## src/design/mrtu_pkg.sv

```systemverilog
// Shared types, constants and the CRC-16 byte step for the Modbus RTU slave engine.
// Used by mrtu_front, mrtu_back and modbus_rtu_slave_engine; depends on nothing.
`timescale 1ns / 1ps

package mrtu_pkg;

    localparam int SENSOR_REGS_DEF = 8;
    localparam int HOLD_REGS_DEF   = 8;
    localparam int FRAME_BYTES_DEF = 32;
    localparam int QUEUE_DEPTH     = 4;

    localparam logic [15:0] CRC_INIT      = 16'hFFFF;
    localparam logic [15:0] CRC_POLY      = 16'hA001;
    localparam logic [15:0] READ_QTY_MAX  = 16'd125;
    localparam logic [15:0] WRITE_QTY_MAX = 16'd123;

    localparam logic [7:0] FC_READ_INPUT     = 8'h04;
    localparam logic [7:0] FC_WRITE_SINGLE   = 8'h06;
    localparam logic [7:0] FC_WRITE_MULTI    = 8'h10;
    localparam logic [7:0] EXC_FLAG          = 8'h80;
    localparam logic [7:0] EXC_ILLEGAL_FUNC  = 8'h01;
    localparam logic [7:0] EXC_ILLEGAL_ADDR  = 8'h02;
    localparam logic [7:0] EXC_ILLEGAL_VALUE = 8'h03;

    localparam logic [7:0] SLAVE_ADDR_RESET  = 8'h01;
    localparam logic [2:0] ADDR_SLAVE_ADDRESS = 3'd0;

    typedef enum logic [0:0] {
        ITEM_BYTE,
        ITEM_SENSOR
    } item_kind_t;

    typedef struct packed {
        item_kind_t         kind;
        logic [7:0]         data;
        logic               last;
        logic [2:0]         sidx;
        logic signed [15:0] svalue;
    } q_item_t;

    typedef enum logic [2:0] {
        B_IDLE,
        B_CHECK,
        B_WR_RD,
        B_WR_HI,
        B_WR_LO,
        B_SEND,
        B_ECHO_RD,
        B_ECHO_PUT
    } back_state_t;

    typedef enum logic [1:0] {
        RSP_EXC,
        RSP_READ,
        RSP_WRITE
    } resp_kind_t;

    function automatic logic [15:0] crc_byte(input logic [15:0] crc, input logic [7:0] data);
        logic [15:0] c;
        c = crc ^ {8'h00, data};
        for (int b = 0; b < 8; b++)
        begin
            c = c[0] ? ((c >> 1) ^ CRC_POLY) : (c >> 1);
        end
        return c;
    endfunction

endpackage

```

## src/design/modbus_rtu_slave_engine.sv

```systemverilog
// Modbus RTU slave engine: top level with APB register port, front queue and back end.
// Depends on mrtu_pkg, mrtu_front and mrtu_back.
`timescale 1ns / 1ps

// Frame bytes and sensor updates enter through a four-request queue; a byte or
// an update is taken whenever the queue is not full. On the byte marked as the
// end of a frame the back end checks the frame, applies register writes (read,
// high and low states per register of a multiple write) and sends the response
// one byte per cycle from an output register while the receiver does not stall;
// an echoed write-single request alternates a read and an output state per byte,
// as each byte passes through the registered frame buffer read. While a response
// is going out, and until its last byte has been taken, no further request is
// taken from the queue, so the input stalls once the queue is full.

module modbus_rtu_slave_engine #(
    parameter int SENSOR_REGS = mrtu_pkg::SENSOR_REGS_DEF,
    parameter int HOLD_REGS   = mrtu_pkg::HOLD_REGS_DEF,
    parameter int FRAME_BYTES = mrtu_pkg::FRAME_BYTES_DEF
) (
    input  logic               clk,
    input  logic               rst_n,
    input  logic               psel,
    input  logic               penable,
    input  logic               pwrite,
    input  logic [2:0]         paddr,
    input  logic [31:0]        pwdata,
    output logic [31:0]        prdata,
    output logic               pready,
    input  logic               in_valid,
    output logic               in_stall,
    input  logic               cmd,
    input  logic [7:0]         rx_byte,
    input  logic               frame_end,
    input  logic [2:0]         sensor_index,
    input  logic signed [15:0] sensor_value,
    output logic               out_valid,
    input  logic               out_stall,
    output logic [7:0]         tx_byte,
    output logic               tx_last,
    output logic [15:0]        fan_a_duty,
    output logic [15:0]        fan_b_duty
);

    logic [7:0] slave_addr_reg;
    logic       q_valid;
    logic       q_pop;
    mrtu_pkg::q_item_t q_item;

    assign pready = 1'b1;
    assign prdata = (paddr == mrtu_pkg::ADDR_SLAVE_ADDRESS) ? {24'h0, slave_addr_reg} : 32'h0;

    always_ff @(posedge clk or negedge rst_n)
    begin
        if (!rst_n)
            slave_addr_reg <= mrtu_pkg::SLAVE_ADDR_RESET;
        else if (psel && penable && pwrite && paddr == mrtu_pkg::ADDR_SLAVE_ADDRESS)
            slave_addr_reg <= pwdata[7:0];
    end

    mrtu_front u_front (
        .clk          (clk),
        .rst_n        (rst_n),
        .in_valid     (in_valid),
        .in_stall     (in_stall),
        .cmd          (cmd),
        .rx_byte      (rx_byte),
        .frame_end    (frame_end),
        .sensor_index (sensor_index),
        .sensor_value (sensor_value),
        .q_valid      (q_valid),
        .q_item       (q_item),
        .q_pop        (q_pop)
    );

    mrtu_back #(
        .SENSOR_REGS (SENSOR_REGS),
        .HOLD_REGS   (HOLD_REGS),
        .FRAME_BYTES (FRAME_BYTES)
    ) u_back (
        .clk           (clk),
        .rst_n         (rst_n),
        .slave_address (slave_addr_reg),
        .q_valid       (q_valid),
        .q_item        (q_item),
        .q_pop         (q_pop),
        .out_valid     (out_valid),
        .out_stall     (out_stall),
        .tx_byte       (tx_byte),
        .tx_last       (tx_last),
        .fan_a_duty    (fan_a_duty),
        .fan_b_duty    (fan_b_duty)
    );

endmodule

```

## src/design/mrtu_front.sv

```systemverilog
// Front end: accepts input items, tags them as frame bytes or sensor updates
// and queues them for the back end. Depends on mrtu_pkg.
`timescale 1ns / 1ps

module mrtu_front (
    input  logic                 clk,
    input  logic                 rst_n,
    input  logic                 in_valid,
    output logic                 in_stall,
    input  logic                 cmd,
    input  logic [7:0]           rx_byte,
    input  logic                 frame_end,
    input  logic [2:0]           sensor_index,
    input  logic signed [15:0]   sensor_value,
    output logic                 q_valid,
    output mrtu_pkg::q_item_t    q_item,
    input  logic                 q_pop
);

    localparam int PW = $clog2(mrtu_pkg::QUEUE_DEPTH);

    mrtu_pkg::q_item_t entry_reg [mrtu_pkg::QUEUE_DEPTH];
    logic [PW-1:0] wr_ptr_reg, wr_ptr_next;
    logic [PW-1:0] rd_ptr_reg, rd_ptr_next;
    logic [PW:0]   count_reg, count_next;
    logic          push;
    logic          pop;
    mrtu_pkg::q_item_t new_item;

    assign in_stall = (count_reg == (PW+1)'(mrtu_pkg::QUEUE_DEPTH));
    assign push     = in_valid && !in_stall;
    assign q_valid  = (count_reg != '0);
    assign pop      = q_pop && q_valid;
    assign q_item   = entry_reg[rd_ptr_reg];

    always_comb
    begin
        new_item.kind   = cmd ? mrtu_pkg::ITEM_SENSOR : mrtu_pkg::ITEM_BYTE;
        new_item.data   = rx_byte;
        new_item.last   = frame_end;
        new_item.sidx   = sensor_index;
        new_item.svalue = sensor_value;
    end

    always_comb
    begin
        wr_ptr_next = push ? wr_ptr_reg + 1'b1 : wr_ptr_reg;
        rd_ptr_next = pop ? rd_ptr_reg + 1'b1 : rd_ptr_reg;
        count_next  = count_reg + (PW+1)'(push) - (PW+1)'(pop);
    end

    always_ff @(posedge clk or negedge rst_n)
    begin
        if (!rst_n)
        begin
            wr_ptr_reg <= '0;
            rd_ptr_reg <= '0;
            count_reg  <= '0;
        end
        else
        begin
            wr_ptr_reg <= wr_ptr_next;
            rd_ptr_reg <= rd_ptr_next;
            count_reg  <= count_next;
        end
    end

    always_ff @(posedge clk)
    begin
        if (push)
        begin
            entry_reg[wr_ptr_reg] <= new_item;
        end
    end

endmodule

```

## src/design/mrtu_back.sv

```systemverilog
// Back end: frame buffer, running CRC, request checks, register files and
// the response byte sequencer with its output register. Depends on mrtu_pkg.
`timescale 1ns / 1ps

module mrtu_back #(
    parameter int SENSOR_REGS = mrtu_pkg::SENSOR_REGS_DEF,
    parameter int HOLD_REGS   = mrtu_pkg::HOLD_REGS_DEF,
    parameter int FRAME_BYTES = mrtu_pkg::FRAME_BYTES_DEF
) (
    input  logic              clk,
    input  logic              rst_n,
    input  logic [7:0]        slave_address,
    input  logic              q_valid,
    input  mrtu_pkg::q_item_t q_item,
    output logic              q_pop,
    output logic              out_valid,
    input  logic              out_stall,
    output logic [7:0]        tx_byte,
    output logic              tx_last,
    output logic [15:0]       fan_a_duty,
    output logic [15:0]       fan_b_duty
);

    localparam int IN_REGS = SENSOR_REGS + HOLD_REGS;
    localparam int CW      = $clog2(FRAME_BYTES + 1);
    localparam int AW      = $clog2(FRAME_BYTES);
    localparam int SIDX    = (SENSOR_REGS > 1) ? $clog2(SENSOR_REGS) : 1;
    localparam int HIDX    = $clog2(HOLD_REGS);
    localparam int RIDX    = $clog2(IN_REGS);

    mrtu_pkg::back_state_t state_reg, state_next;

    logic [7:0]  mem [FRAME_BYTES];
    logic [7:0]  mem_q_reg;
    logic [AW-1:0] rd_addr;

    logic [CW-1:0] cnt_reg, cnt_next;
    logic          ovf_reg, ovf_next;
    logic [7:0]    hdr_reg [7];
    logic [7:0]    b1_reg, b2_reg;
    logic [15:0]   crc_cur_reg, crc_d1_reg, crc_d2_reg;
    logic [15:0]   crc_base;

    logic [15:0] sensor_reg [SENSOR_REGS];
    logic [15:0] hold_reg [HOLD_REGS];

    mrtu_pkg::resp_kind_t kind_reg, kind_next;
    logic [7:0]      fc_out_reg, fc_out_next;
    logic [7:0]      third_reg, third_next;
    logic [6:0]      body_len_reg, body_len_next;
    logic [6:0]      k_reg, k_next;
    logic [CW-1:0]   echo_len_reg, echo_len_next;
    logic [RIDX-1:0] rd_idx_reg, rd_idx_next;
    logic            lo_reg, lo_next;
    logic [HIDX-1:0] wr_idx_reg, wr_idx_next;
    logic [4:0]      rem_reg, rem_next;
    logic [6:0]      wptr_reg, wptr_next;
    logic [7:0]      hi_reg, hi_next;
    logic [15:0]     tcrc_reg, tcrc_next;

    logic            out_valid_reg, out_valid_next;
    logic [7:0]      tx_byte_reg, tx_byte_next;
    logic            tx_last_reg, tx_last_next;

    // decode of a finished frame
    logic        is_byte, is_sensor, store_ok;
    logic        out_free, out_load;
    logic [7:0]  len8;
    logic [15:0] start16, qty16;
    logic [16:0] sum17;
    logic        frame_ok;
    logic        dec_echo, dec_multi;
    logic [7:0]  fc;
    logic [15:0] word_val;
    logic [7:0]  body_byte;
    logic        send_body;

    assign is_byte   = q_pop && (q_item.kind == mrtu_pkg::ITEM_BYTE);
    assign is_sensor = q_pop && (q_item.kind == mrtu_pkg::ITEM_SENSOR);
    assign store_ok  = (cnt_reg < CW'(FRAME_BYTES));
    assign crc_base  = (cnt_reg == '0) ? mrtu_pkg::CRC_INIT : crc_cur_reg;
    assign out_free  = !out_valid_reg || !out_stall;

    assign len8    = 8'(cnt_reg);
    assign fc      = hdr_reg[1];
    assign start16 = {hdr_reg[2], hdr_reg[3]};
    assign qty16   = {hdr_reg[4], hdr_reg[5]};
    assign sum17   = {1'b0, start16} + {1'b0, qty16};
    assign frame_ok = !ovf_reg && (len8 >= 8'd4) && (hdr_reg[0] == slave_address)
                      && (crc_d2_reg == {b1_reg, b2_reg});

    assign word_val = (rd_idx_reg < RIDX'(SENSOR_REGS))
                      ? sensor_reg[rd_idx_reg[SIDX-1:0]]
                      : hold_reg[HIDX'(rd_idx_reg - RIDX'(SENSOR_REGS))];
    assign send_body = (k_reg < body_len_reg);

    // next state
    always_comb
    begin
        state_next = state_reg;
        case (state_reg)
            mrtu_pkg::B_IDLE:
            begin
                if (is_byte && q_item.last)
                    state_next = mrtu_pkg::B_CHECK;
            end
            mrtu_pkg::B_CHECK:
            begin
                if (!frame_ok)
                    state_next = mrtu_pkg::B_IDLE;
                else if (dec_echo)
                    state_next = mrtu_pkg::B_ECHO_RD;
                else if (dec_multi)
                    state_next = mrtu_pkg::B_WR_RD;
                else
                    state_next = mrtu_pkg::B_SEND;
            end
            mrtu_pkg::B_WR_RD:  state_next = mrtu_pkg::B_WR_HI;
            mrtu_pkg::B_WR_HI:  state_next = mrtu_pkg::B_WR_LO;
            mrtu_pkg::B_WR_LO:
            begin
                state_next = (rem_reg == 5'd1) ? mrtu_pkg::B_SEND : mrtu_pkg::B_WR_RD;
            end
            mrtu_pkg::B_SEND:
            begin
                if (out_free && !send_body && (k_reg != body_len_reg))
                    state_next = mrtu_pkg::B_IDLE;
            end
            mrtu_pkg::B_ECHO_RD: state_next = mrtu_pkg::B_ECHO_PUT;
            mrtu_pkg::B_ECHO_PUT:
            begin
                if (out_free)
                    state_next = (7'(echo_len_reg) == k_reg + 7'd1)
                                 ? mrtu_pkg::B_IDLE : mrtu_pkg::B_ECHO_RD;
            end
            default: state_next = mrtu_pkg::B_IDLE;
        endcase
    end

    // outputs of the state machine; the fan values go out with every byte,
    // so nothing is taken from the queue until the last byte has left
    always_comb
    begin
        q_pop    = (state_reg == mrtu_pkg::B_IDLE) && q_valid && !out_valid_reg;
        out_load = out_free && ((state_reg == mrtu_pkg::B_SEND)
                                || (state_reg == mrtu_pkg::B_ECHO_PUT));
        case (state_reg)
            mrtu_pkg::B_WR_RD: rd_addr = AW'(wptr_reg);
            mrtu_pkg::B_WR_HI: rd_addr = AW'(wptr_reg + 7'd1);
            default:           rd_addr = AW'(k_reg);
        endcase
    end

    // request checks, in the order the protocol defines
    always_comb
    begin
        dec_echo    = 1'b0;
        dec_multi   = 1'b0;
        kind_next   = kind_reg;
        fc_out_next = fc_out_reg;
        third_next  = third_reg;
        body_len_next = body_len_reg;
        if (state_reg == mrtu_pkg::B_CHECK)
        begin
            kind_next     = mrtu_pkg::RSP_EXC;
            fc_out_next   = fc | mrtu_pkg::EXC_FLAG;
            body_len_next = 7'd3;
            third_next    = mrtu_pkg::EXC_ILLEGAL_FUNC;
            case (fc)
                mrtu_pkg::FC_READ_INPUT:
                begin
                    if (len8 < 8'd8 || qty16 == '0 || qty16 > mrtu_pkg::READ_QTY_MAX)
                        third_next = mrtu_pkg::EXC_ILLEGAL_VALUE;
                    else if (sum17 > 17'(IN_REGS))
                        third_next = mrtu_pkg::EXC_ILLEGAL_ADDR;
                    else
                    begin
                        kind_next     = mrtu_pkg::RSP_READ;
                        fc_out_next   = fc;
                        third_next    = {qty16[6:0], 1'b0};
                        body_len_next = 7'd3 + {qty16[5:0], 1'b0};
                    end
                end
                mrtu_pkg::FC_WRITE_SINGLE:
                begin
                    if (len8 < 8'd8)
                        third_next = mrtu_pkg::EXC_ILLEGAL_VALUE;
                    else if (start16 >= 16'(HOLD_REGS))
                        third_next = mrtu_pkg::EXC_ILLEGAL_ADDR;
                    else
                        dec_echo = 1'b1;
                end
                mrtu_pkg::FC_WRITE_MULTI:
                begin
                    if (len8 < 8'd9 || qty16 == '0 || qty16 > mrtu_pkg::WRITE_QTY_MAX)
                        third_next = mrtu_pkg::EXC_ILLEGAL_VALUE;
                    else if ({1'b0, hdr_reg[6]} != {qty16[7:0], 1'b0})
                        third_next = mrtu_pkg::EXC_ILLEGAL_VALUE;
                    else if (sum17 > 17'(HOLD_REGS))
                        third_next = mrtu_pkg::EXC_ILLEGAL_ADDR;
                    else if ({1'b0, len8} < 9'd9 + {1'b0, hdr_reg[6]})
                        third_next = mrtu_pkg::EXC_ILLEGAL_VALUE;
                    else
                    begin
                        dec_multi     = 1'b1;
                        kind_next     = mrtu_pkg::RSP_WRITE;
                        fc_out_next   = fc;
                        third_next    = hdr_reg[2];
                        body_len_next = 7'd6;
                    end
                end
                default: third_next = mrtu_pkg::EXC_ILLEGAL_FUNC;
            endcase
        end
    end

    // response byte for the current position
    always_comb
    begin
        case (k_reg)
            7'd0: body_byte = slave_address;
            7'd1: body_byte = fc_out_reg;
            7'd2: body_byte = third_reg;
            7'd3: body_byte = (kind_reg == mrtu_pkg::RSP_READ)
                              ? (lo_reg ? word_val[7:0] : word_val[15:8]) : hdr_reg[3];
            7'd4: body_byte = (kind_reg == mrtu_pkg::RSP_READ)
                              ? (lo_reg ? word_val[7:0] : word_val[15:8]) : hdr_reg[4];
            7'd5: body_byte = (kind_reg == mrtu_pkg::RSP_READ)
                              ? (lo_reg ? word_val[7:0] : word_val[15:8]) : hdr_reg[5];
            default: body_byte = lo_reg ? word_val[7:0] : word_val[15:8];
        endcase
    end

    // datapath
    always_comb
    begin
        cnt_next      = cnt_reg;
        ovf_next      = ovf_reg;
        k_next        = k_reg;
        echo_len_next = echo_len_reg;
        rd_idx_next   = rd_idx_reg;
        lo_next       = lo_reg;
        wr_idx_next   = wr_idx_reg;
        rem_next      = rem_reg;
        wptr_next     = wptr_reg;
        hi_next       = hi_reg;
        tcrc_next     = tcrc_reg;
        tx_byte_next  = tx_byte_reg;
        tx_last_next  = tx_last_reg;
        out_valid_next = out_valid_reg && out_stall;

        if (is_byte)
        begin
            if (store_ok)
                cnt_next = cnt_reg + 1'b1;
            else
                ovf_next = 1'b1;
        end

        case (state_reg)
            mrtu_pkg::B_CHECK:
            begin
                cnt_next      = '0;
                ovf_next      = 1'b0;
                k_next        = '0;
                echo_len_next = cnt_reg;
                tcrc_next     = mrtu_pkg::CRC_INIT;
                rd_idx_next   = RIDX'(start16);
                lo_next       = 1'b0;
                wr_idx_next   = HIDX'(start16);
                rem_next      = qty16[4:0];
                wptr_next     = 7'd7;
            end
            mrtu_pkg::B_WR_HI: hi_next = mem_q_reg;
            mrtu_pkg::B_WR_LO:
            begin
                wr_idx_next = wr_idx_reg + 1'b1;
                rem_next    = rem_reg - 5'd1;
                wptr_next   = wptr_reg + 7'd2;
            end
            mrtu_pkg::B_SEND:
            begin
                if (out_free)
                begin
                    out_valid_next = 1'b1;
                    k_next = k_reg + 7'd1;
                    if (send_body)
                    begin
                        tx_byte_next = body_byte;
                        tx_last_next = 1'b0;
                        tcrc_next    = mrtu_pkg::crc_byte(tcrc_reg, body_byte);
                        if (kind_reg == mrtu_pkg::RSP_READ && k_reg >= 7'd3)
                        begin
                            lo_next = !lo_reg;
                            if (lo_reg)
                                rd_idx_next = rd_idx_reg + 1'b1;
                        end
                    end
                    else if (k_reg == body_len_reg)
                    begin
                        tx_byte_next = tcrc_reg[7:0];
                        tx_last_next = 1'b0;
                    end
                    else
                    begin
                        tx_byte_next = tcrc_reg[15:8];
                        tx_last_next = 1'b1;
                    end
                end
            end
            mrtu_pkg::B_ECHO_PUT:
            begin
                if (out_free)
                begin
                    out_valid_next = 1'b1;
                    tx_byte_next   = mem_q_reg;
                    tx_last_next   = (7'(echo_len_reg) == k_reg + 7'd1);
                    k_next         = k_reg + 7'd1;
                end
            end
            default: ;
        endcase
    end

    always_ff @(posedge clk or negedge rst_n)
    begin
        if (!rst_n)
        begin
            state_reg     <= mrtu_pkg::B_IDLE;
            cnt_reg       <= '0;
            ovf_reg       <= 1'b0;
            out_valid_reg <= 1'b0;
            for (int i = 0; i < SENSOR_REGS; i++)
            begin
                sensor_reg[i] <= '0;
            end
            for (int i = 0; i < HOLD_REGS; i++)
            begin
                hold_reg[i] <= '0;
            end
        end
        else
        begin
            state_reg     <= state_next;
            cnt_reg       <= cnt_next;
            ovf_reg       <= ovf_next;
            out_valid_reg <= out_valid_next;
            if (is_sensor && ({2'b00, q_item.sidx} < 5'(SENSOR_REGS)))
                sensor_reg[SIDX'({2'b00, q_item.sidx})] <= q_item.svalue;
            if (state_reg == mrtu_pkg::B_CHECK && frame_ok && dec_echo)
                hold_reg[HIDX'(start16)] <= qty16;
            if (state_reg == mrtu_pkg::B_WR_LO)
                hold_reg[wr_idx_reg] <= {hi_reg, mem_q_reg};
        end
    end

    always_ff @(posedge clk)
    begin
        if (is_byte && store_ok)
        begin
            mem[cnt_reg[AW-1:0]] <= q_item.data;
            if (cnt_reg < CW'(7))
                hdr_reg[cnt_reg[2:0]] <= q_item.data;
            b2_reg      <= b1_reg;
            b1_reg      <= q_item.data;
            crc_d2_reg  <= crc_d1_reg;
            crc_d1_reg  <= crc_base;
            crc_cur_reg <= mrtu_pkg::crc_byte(crc_base, q_item.data);
        end
        mem_q_reg    <= mem[rd_addr];
        kind_reg     <= kind_next;
        fc_out_reg   <= fc_out_next;
        third_reg    <= third_next;
        body_len_reg <= body_len_next;
        k_reg        <= k_next;
        echo_len_reg <= echo_len_next;
        rd_idx_reg   <= rd_idx_next;
        lo_reg       <= lo_next;
        wr_idx_reg   <= wr_idx_next;
        rem_reg      <= rem_next;
        wptr_reg     <= wptr_next;
        hi_reg       <= hi_next;
        tcrc_reg     <= tcrc_next;
        tx_byte_reg  <= tx_byte_next;
        tx_last_reg  <= tx_last_next;
    end

    assign out_valid  = out_valid_reg;
    assign tx_byte    = tx_byte_reg;
    assign tx_last    = tx_last_reg;
    assign fan_a_duty = hold_reg[2];
    assign fan_b_duty = hold_reg[3];

    a_cnt_bound: assert property (@(posedge clk) disable iff (!rst_n)
        cnt_reg <= CW'(FRAME_BYTES))
        else $error("frame count beyond buffer");

    a_check_clears: assert property (@(posedge clk) disable iff (!rst_n)
        (state_reg == mrtu_pkg::B_CHECK) |=> (cnt_reg == '0) && !ovf_reg)
        else $error("frame state not cleared after end of frame");

    a_last_idle: assert property (@(posedge clk) disable iff (!rst_n)
        (out_load && tx_last_next) |=> (state_reg == mrtu_pkg::B_IDLE))
        else $error("sequencer kept running after last byte");

endmodule

```

## config.mk

```make
export PLATFORM = sky130hd
export DESIGN_NAME = modbus_rtu_slave_engine
export DESIGN_NICKNAME = d
export VERILOG_FILES = /design/src/design/mrtu_pkg.sv /design/src/design/modbus_rtu_slave_engine.sv /design/src/design/mrtu_front.sv /design/src/design/mrtu_back.sv
export SDC_FILE = /design/constraint.sdc
export NUM_CORES = 1
export LEC_CHECK = 0
export ABC_AREA = 1
export BUFFER_PORTS_ARGS = -buffer_cell sky130_fd_sc_hd__buf_2
export CORE_ASPECT_RATIO = 1.4
export CORE_UTILIZATION = 56
export CTS_CLUSTER_DIAMETER = 80
export DETAILED_ROUTE_END_ITERATION = 6
export GPL_ROUTABILITY_DRIVEN = 1
export GPL_TIMING_DRIVEN = 0
export PLACE_DENSITY = 0.84
export SLEW_MARGIN = 20
export SYNTH_ARGS = -nofsm -noshare
export SYNTH_HDL_FRONTEND = slang
export SYNTH_SLANG_ARGS = --single-unit
```

## constraint.sdc

```tcl
create_clock -name clk -period 6 [get_ports clk]
set_input_delay 0.6 -clock clk [delete_from_list [all_inputs] [get_ports clk]]
set_output_delay 0.6 -clock clk [all_outputs]
set_load 0.05 [all_outputs]
```

After elaboration in Yosys (flattened, before gate mapping):

Memories as Yosys holds them, arrays and structs flattened. A register that Yosys moved wholly into a read port is not among the register bits.
Cells that the tools add are included.
W data, S select, Z words.

* output and inout port bits: 76
* input bits: 71
* memories kept: 3
* flip-flop bits (word level): 437
* word-level logic and storage cells: 331
* bits in writable memories: 428

Memory list
* u_back.mem: words 32, width 8, rd ports 1, clocked after Yosys merged registers in 1, wr ports 1, line mrtu_back.sv:33 `logic [7:0] mem [FRAME_BYTES];`
* u_front.entry_reg: words 4, width 29, rd ports 1, clocked after Yosys merged registers in 0, wr ports 1, line mrtu_front.sv:22 `mrtu_pkg::q_item_t entry_reg [mrtu_pkg::QUEUE_DEPTH];`
* u_back.hdr_reg: words 7, width 8, rd ports 7, clocked after Yosys merged registers in 0, wr ports 1, line mrtu_back.sv:39 `logic [7:0] hdr_reg [7];`

* bitwise operators: 24
* order comparisons: 22
* equality and inequality tests: 33
* reductions and logical operators: 55
* add/subtract/negate cells: 15
* muxes and demuxes: 134

Operators with widths (count)
* $mux W16: 26
* $bwmux W128: 3
* $mux W128: 2
* $mux W8: 22
* $demux W16 S3: 3
* $bmux W16 S3: 2
* $not A2 Y3: 16
* $pmux W8 S6: 1
* $mux W7: 6
* $pmux W7 S2: 3
* $gt A16 B7 Y1 const B: 2
* $pmux W16 S2: 1
* $pmux W8 S2: 2
* $xor A16 B8 Y16: 2
* $mux W1: 31
* $mux W3: 9
* $pmux W3 S8: 1
* $pmux W8 S3: 1
* $logic_and A1 B1 Y1: 23
* $ge A4 B4 Y1 const B: 5
* $not A3 Y4: 5
* $pmux W5 S2: 2
* $mux W6: 3
* $add A16 B16 Y17: 1
* 64 further kinds: 111

Logic depth before layout (Yosys ltp):

* depth in word-level cells: 29
* depth in mapped cells: 25
* mapped depth without buffers: 24

Cells and area by module:

A second synthesis with hierarchy kept.

* cell total of the unflattened synthesis: 4666
* area, all modules: 42067.8 µm²

Modules (own cells, without submodules)
* mrtu_back: instances 1, sequential area each 20624.8 µm², cells each 4157, area each 36352.4 µm²
* mrtu_front: instances 1, sequential area each 3658.5 µm², cells each 425, area each 5068.6 µm²
* modbus_rtu_slave_engine: instances 1, sequential area each 201.4 µm², cells each 84, area each 646.9 µm²

Worst setup path after synthesis:

OpenSTA, ideal clock, no wires.

* kind: register -> register
* start point: reg u_back.state_reg[2]
* end point: mem u_back.mem[23][0] (enable)
* slack: -0.083 ns
* data arrival time: 5.688 ns
* stages on the path, launching flop included: 11
* period minus slack after synthesis: 6.083 ns
* data required time: 5.605 ns
* setup time: 0.395 ns
* path buffers: 1
* cells stage by stage: dfrtp_1 -> clkbuf_1 -> inv_1 -> nand2_1 -> nor3_1 -> nand2_1 -> nor2_1 -> inv_1 -> nor2_1 -> inv_1 -> nor4_1

* word-level cells in the longest chain between the ends: 7

Ends and longest elaborated chain
* start, declared: line mrtu_back.sv:31 `mrtu_pkg::back_state_t state_reg, state_next;`
* start signal, assigned: line mrtu_back.sv:329 `state_reg <= mrtu_pkg::B_IDLE;`
* start signal, assigned: line mrtu_back.sv:344 `state_reg <= state_next;`
* $logic_not A3 Y1: line mrtu_back.sv:144 `q_pop = (state_reg == mrtu_pkg::B_IDLE) && q_valid && !out_valid_reg;`
* $logic_and A1 B1 Y1 (2 in a row): line mrtu_back.sv:144
* $logic_and A1 B1 Y1: line mrtu_back.sv:78 `assign is_byte = q_pop && (q_item.kind == mrtu_pkg::ITEM_BYTE);`
* $logic_and A1 B1 Y1: line mrtu_back.sv:359 `if (is_byte && store_ok)`
* $mux W1: line mrtu_back.sv:359
* $mux W1 (implied by the code): line mrtu_back.sv:361 `mem[cnt_reg[AW-1:0]] <= q_item.data;`
* end, declared: line mrtu_back.sv:33

No other way between the ends.

Final worst setup path:

* start point: reg u_back.state_reg[2]
* end point: reg u_back.mem_q_reg[6] (read register of u_back.mem)

* word-level cells in the longest chain between the ends: 2

Ends and longest elaborated chain
* $eq A3 B2 Y1: line mrtu_back.sv:147 `case (state_reg)`
* $pmux W5 S2 (*): line mrtu_back.sv:147
* end, declared: line mrtu_back.sv:34 `logic [7:0] mem_q_reg;`

Mark *: on every way between the ends. The rest lies on a longest branch, timed or not.
A chain may end at the register's enable or synchronous reset.

==> impl_metrics.ini <==
[yosys]
yosysSeqAreaShare_pct = 61.2
ys_warn_count = 0
synth_common_cells = 652 x nand2_1, 587 x o21ai_0, 575 x edfxtp_1, 380 x nor2_1, 352 x inv_1
synth.avg_cell_area_um2 = 10.1
synth_area_leaders = edfxtp_1 43%, dfrtp_1 18%, o21ai_0 7.3%
synthesis.area_mm2 = 0.0400
synth_cell_type_count = 53
yosysTopAreaCell = edfxtp_1
synth_most_common_cell = nand2_1
synth-edff-count = 575
async_reset_ff_share_pct = 32.6
synthesis.instances = 3946
yosysTopAreaCellShare_pct = 43.1
ys_seq_elements = 865
synthFlopType = edfxtp_1

[detailed_routing]
first_iter_violations = 4099
route.detailed.drc = 7
postRouteAntennaNets = 0
drt_pass1_iterations = 7
viasPerCell = 6.25
dr_total_vias = 32300
drt-total-wl_um = 126000
wl_per_cell_um = 24.4

[die]
dieArea_mm2 = 0.0725
die_width_um = 228
ios = 147
fp-row-count = 115
initial_core_util_pct = 56.8
core_area_mm2 = 0.0705
die_h_um = 318

[place]
portBuffers = 97
post-place-ws_ns = 1.75
dpl_cell_area_mm2 = 0.0424
gp_congestion = 1.01
dp_hpwl_um = 88200

[global_routing]
grt-ovfl-total = 0
grt_usage_pct = 34.8
grt_max_degree = 92
grt_first_pass_wirelength_um = 190000
grt_pass1_vias = 32000
antenna_found_initial = 2

[pwr]
netSwitchingFraction_pct = 39.2
clkPwrFrac_pct = 23.1
p_seq_share_pct = 41.2
ir_drop_uv = 276
cellLeakagePower_nw = 18.5
power_frac_comb_pct = 35.6
total_power_w = 0.0216
p_per_area_mw_per_mm2 = 481
internal_power_w = 0.0132
p_switching_w = 0.00848

[clock_tree]
clk_path_buf_depth = 3
clkLatencyLatePin_ns = 0.67
cts_root_buffer = clkbuf_16
cts_buffers = 80
clkSlewWorstSetupHoldPaths_ns = 0.07
cts_tree = done
clock_sinks = 865
post_cts_resized = 0
htree_levels = 3

[worst_setup_path]
worstSetupPathType = register to register
reg2reg_depth = 14
cp-endpoint = u_back.mem_q_reg[6]
r2r-start = u_back.state_reg[2]
worstPathArrival_ns = 5.28
crit_path_start = u_back.state_reg[2]
crit_fanout = 13
timing.rr.end = u_back.mem_q_reg[6]
worst_ep_required_time_ns = 6.59
endpoint_kind = register
critPathLaunchType = register
rrSetupSlack_ns = 1.31

[sta]
post-route-min-period_ns = 4.69
slew_violations = 0
hold_viol_final = 0
max_slew.worst_pin.slew_ns = 1.07
fin_skew_ns = 0.0304
hold_slack_ns = 0.147
setup_viol = 0
fin_tns_setup_ns = 0
layout_worst_path_cycle_share_pct = 78.2
setup_ws_ns = 1.31
slew_headroom_pct = 28.0
fmax_ghz = 0.213
rsz0062_at_grt = false

[finish]
area_delta_synth_final_pct = 12.4
fin_nets = 4298
regArea_mm2 = 0.0245
largest_reg_flops = 256
fillers = 5376
fin_area_mm2 = 0.0450
drive_gt1_share_pct = 9.98
multi_input_area_mm2 = 0.0130

[status]
violations = design-rule violations
outcome = complete, but fails checks

[run]
maxCapViolCount = 0

[min_path]
hp-start = sensor_value[14]
hold_class = input port to register
## per-stage QoR
stage | cells | util, %
6_report | 5174 | 63.8
5_1_grt | 5174 | 63.8
4_1_cts | 5173 | 63.8
3_5_place_dp | 5025 | 60.2
3_3_place_gp | 5002 | 59.2
2_1_floorplan | 3969 | -
## per-layer routing
| layer | vias up | global-route usage (%) | routed length, um |
|---|---|---|---|
| li1 | 14100 | - | - |
| met1 | 15400 | 38.3 | 41300 |
| met2 | 2220 | 58.0 | 61100 |
| met3 | 632 | 6.38 | 11800 |
| met4 | 2 | 30.0 | 12200 |
| met5 | - | 0 | 13 |
## layout make-up
cell class,count,area share [%]
Antenna cell,1,0.00556
Buffer,268,2.99
Clock buffer,105,4.77
Clock inverter,42,0.807
Inverter,374,3.13
Multi-Input combinational cell,2462,29.0
Sequential cell,865,54.4
Tap cell,936,2.60
Timing Repair Buffer,121,2.26
## how the worst min path moves through the flow
stage	end	depth (start not counted)	slack, ns
detailed placement	u_back.crc_d2_reg[14]	0	0.40
global placement	u_back.crc_d2_reg[14]	0	0.40
CTS	u_front.entry_reg[3][14]	1	0.13
global route	u_front.entry_reg[3][14]	1	0.13
floorplan	slave_addr_reg[1]	0	0.30
finish	u_front.entry_reg[3][14]	1	0.15
## worst max-delay path, cell delays in order, from the launching register on
cell,delay [ns]
dfrtp_1,0.36
clkbuf_1,0.20
nor2_2,0.27
inv_1,0.14
nor2_2,0.70
inv_1,0.15
o21ai_0,0.40
buf_2,0.39
clkbuf_1,0.40
nor2_1,0.09
o22ai_1,0.32
o21ai_0,0.13
o21ai_0,0.78
nor2_1,0.08
a31oi_1,0.18
## cells by family (layout without fill, tap and decap cells)
kind of cell    after synthesis  count (layout)  share of synthesized area (%)
simple gates               1277            1277                           13.2
compound gates             1031            1031                           15.3
flops                       865             865                           61.2
buf+inv                     642             910                           6.88
xor+xnor                     74              74                           1.68
fa+ha+maj                    55              55                           1.76
other cells                   2              26                         0.0188
## power by group through the flow
stage	Clock (W)	Combinational, W	Sequential, W
after floorplan	0	0.00444	0.00877
after global placement	0	0.00662	0.00905
after detailed placement	0	0.00741	0.00898
after CTS	0.00501	0.00750	0.00888
after global routing	0.00523	0.00825	0.00898
final	0.00501	0.00771	0.00892
## placed cells by master, fill, tap and decap left out, types with 11 or more instances in the layout
| cell type | instances |
|---|---|
| edfxtp_1 | 575 |
| xor2_1 | 36 |
| nand2_1 | 652 |
| a32oi_1 | 19 |
| buf_2 | 135 |
| clkbuf_1 | 175 |
| dfrtp_1 | 281 |
| nor2_1 | 374 |
| buf_4 | 69 |
| nand4_1 | 12 |
| clkinv_1 | 24 |
| xnor2_1 | 35 |
| o21ai_0 | 587 |
| or2_2 | 11 |
| inv_1 | 352 |
| ha_1 | 53 |
| conb_1 | 25 |
| nor4_1 | 13 |
| o221ai_1 | 69 |
| clkbuf_16 | 81 |
| nor3_1 | 15 |
| a21oi_1 | 77 |
| nand3_1 | 145 |
| inv_2 | 12 |
| o21ai_1 | 14 |
| buf_16 | 14 |
| o22ai_1 | 41 |
| o211ai_1 | 181 |
## timing repair
action	CTS	global route
hold buffers	1	0
endpoints found under the setup margin	0	0
setup buffers	0	0
hold endpoints to repair	43	0
Note: power is estimated with default switching activity, not from simulation.
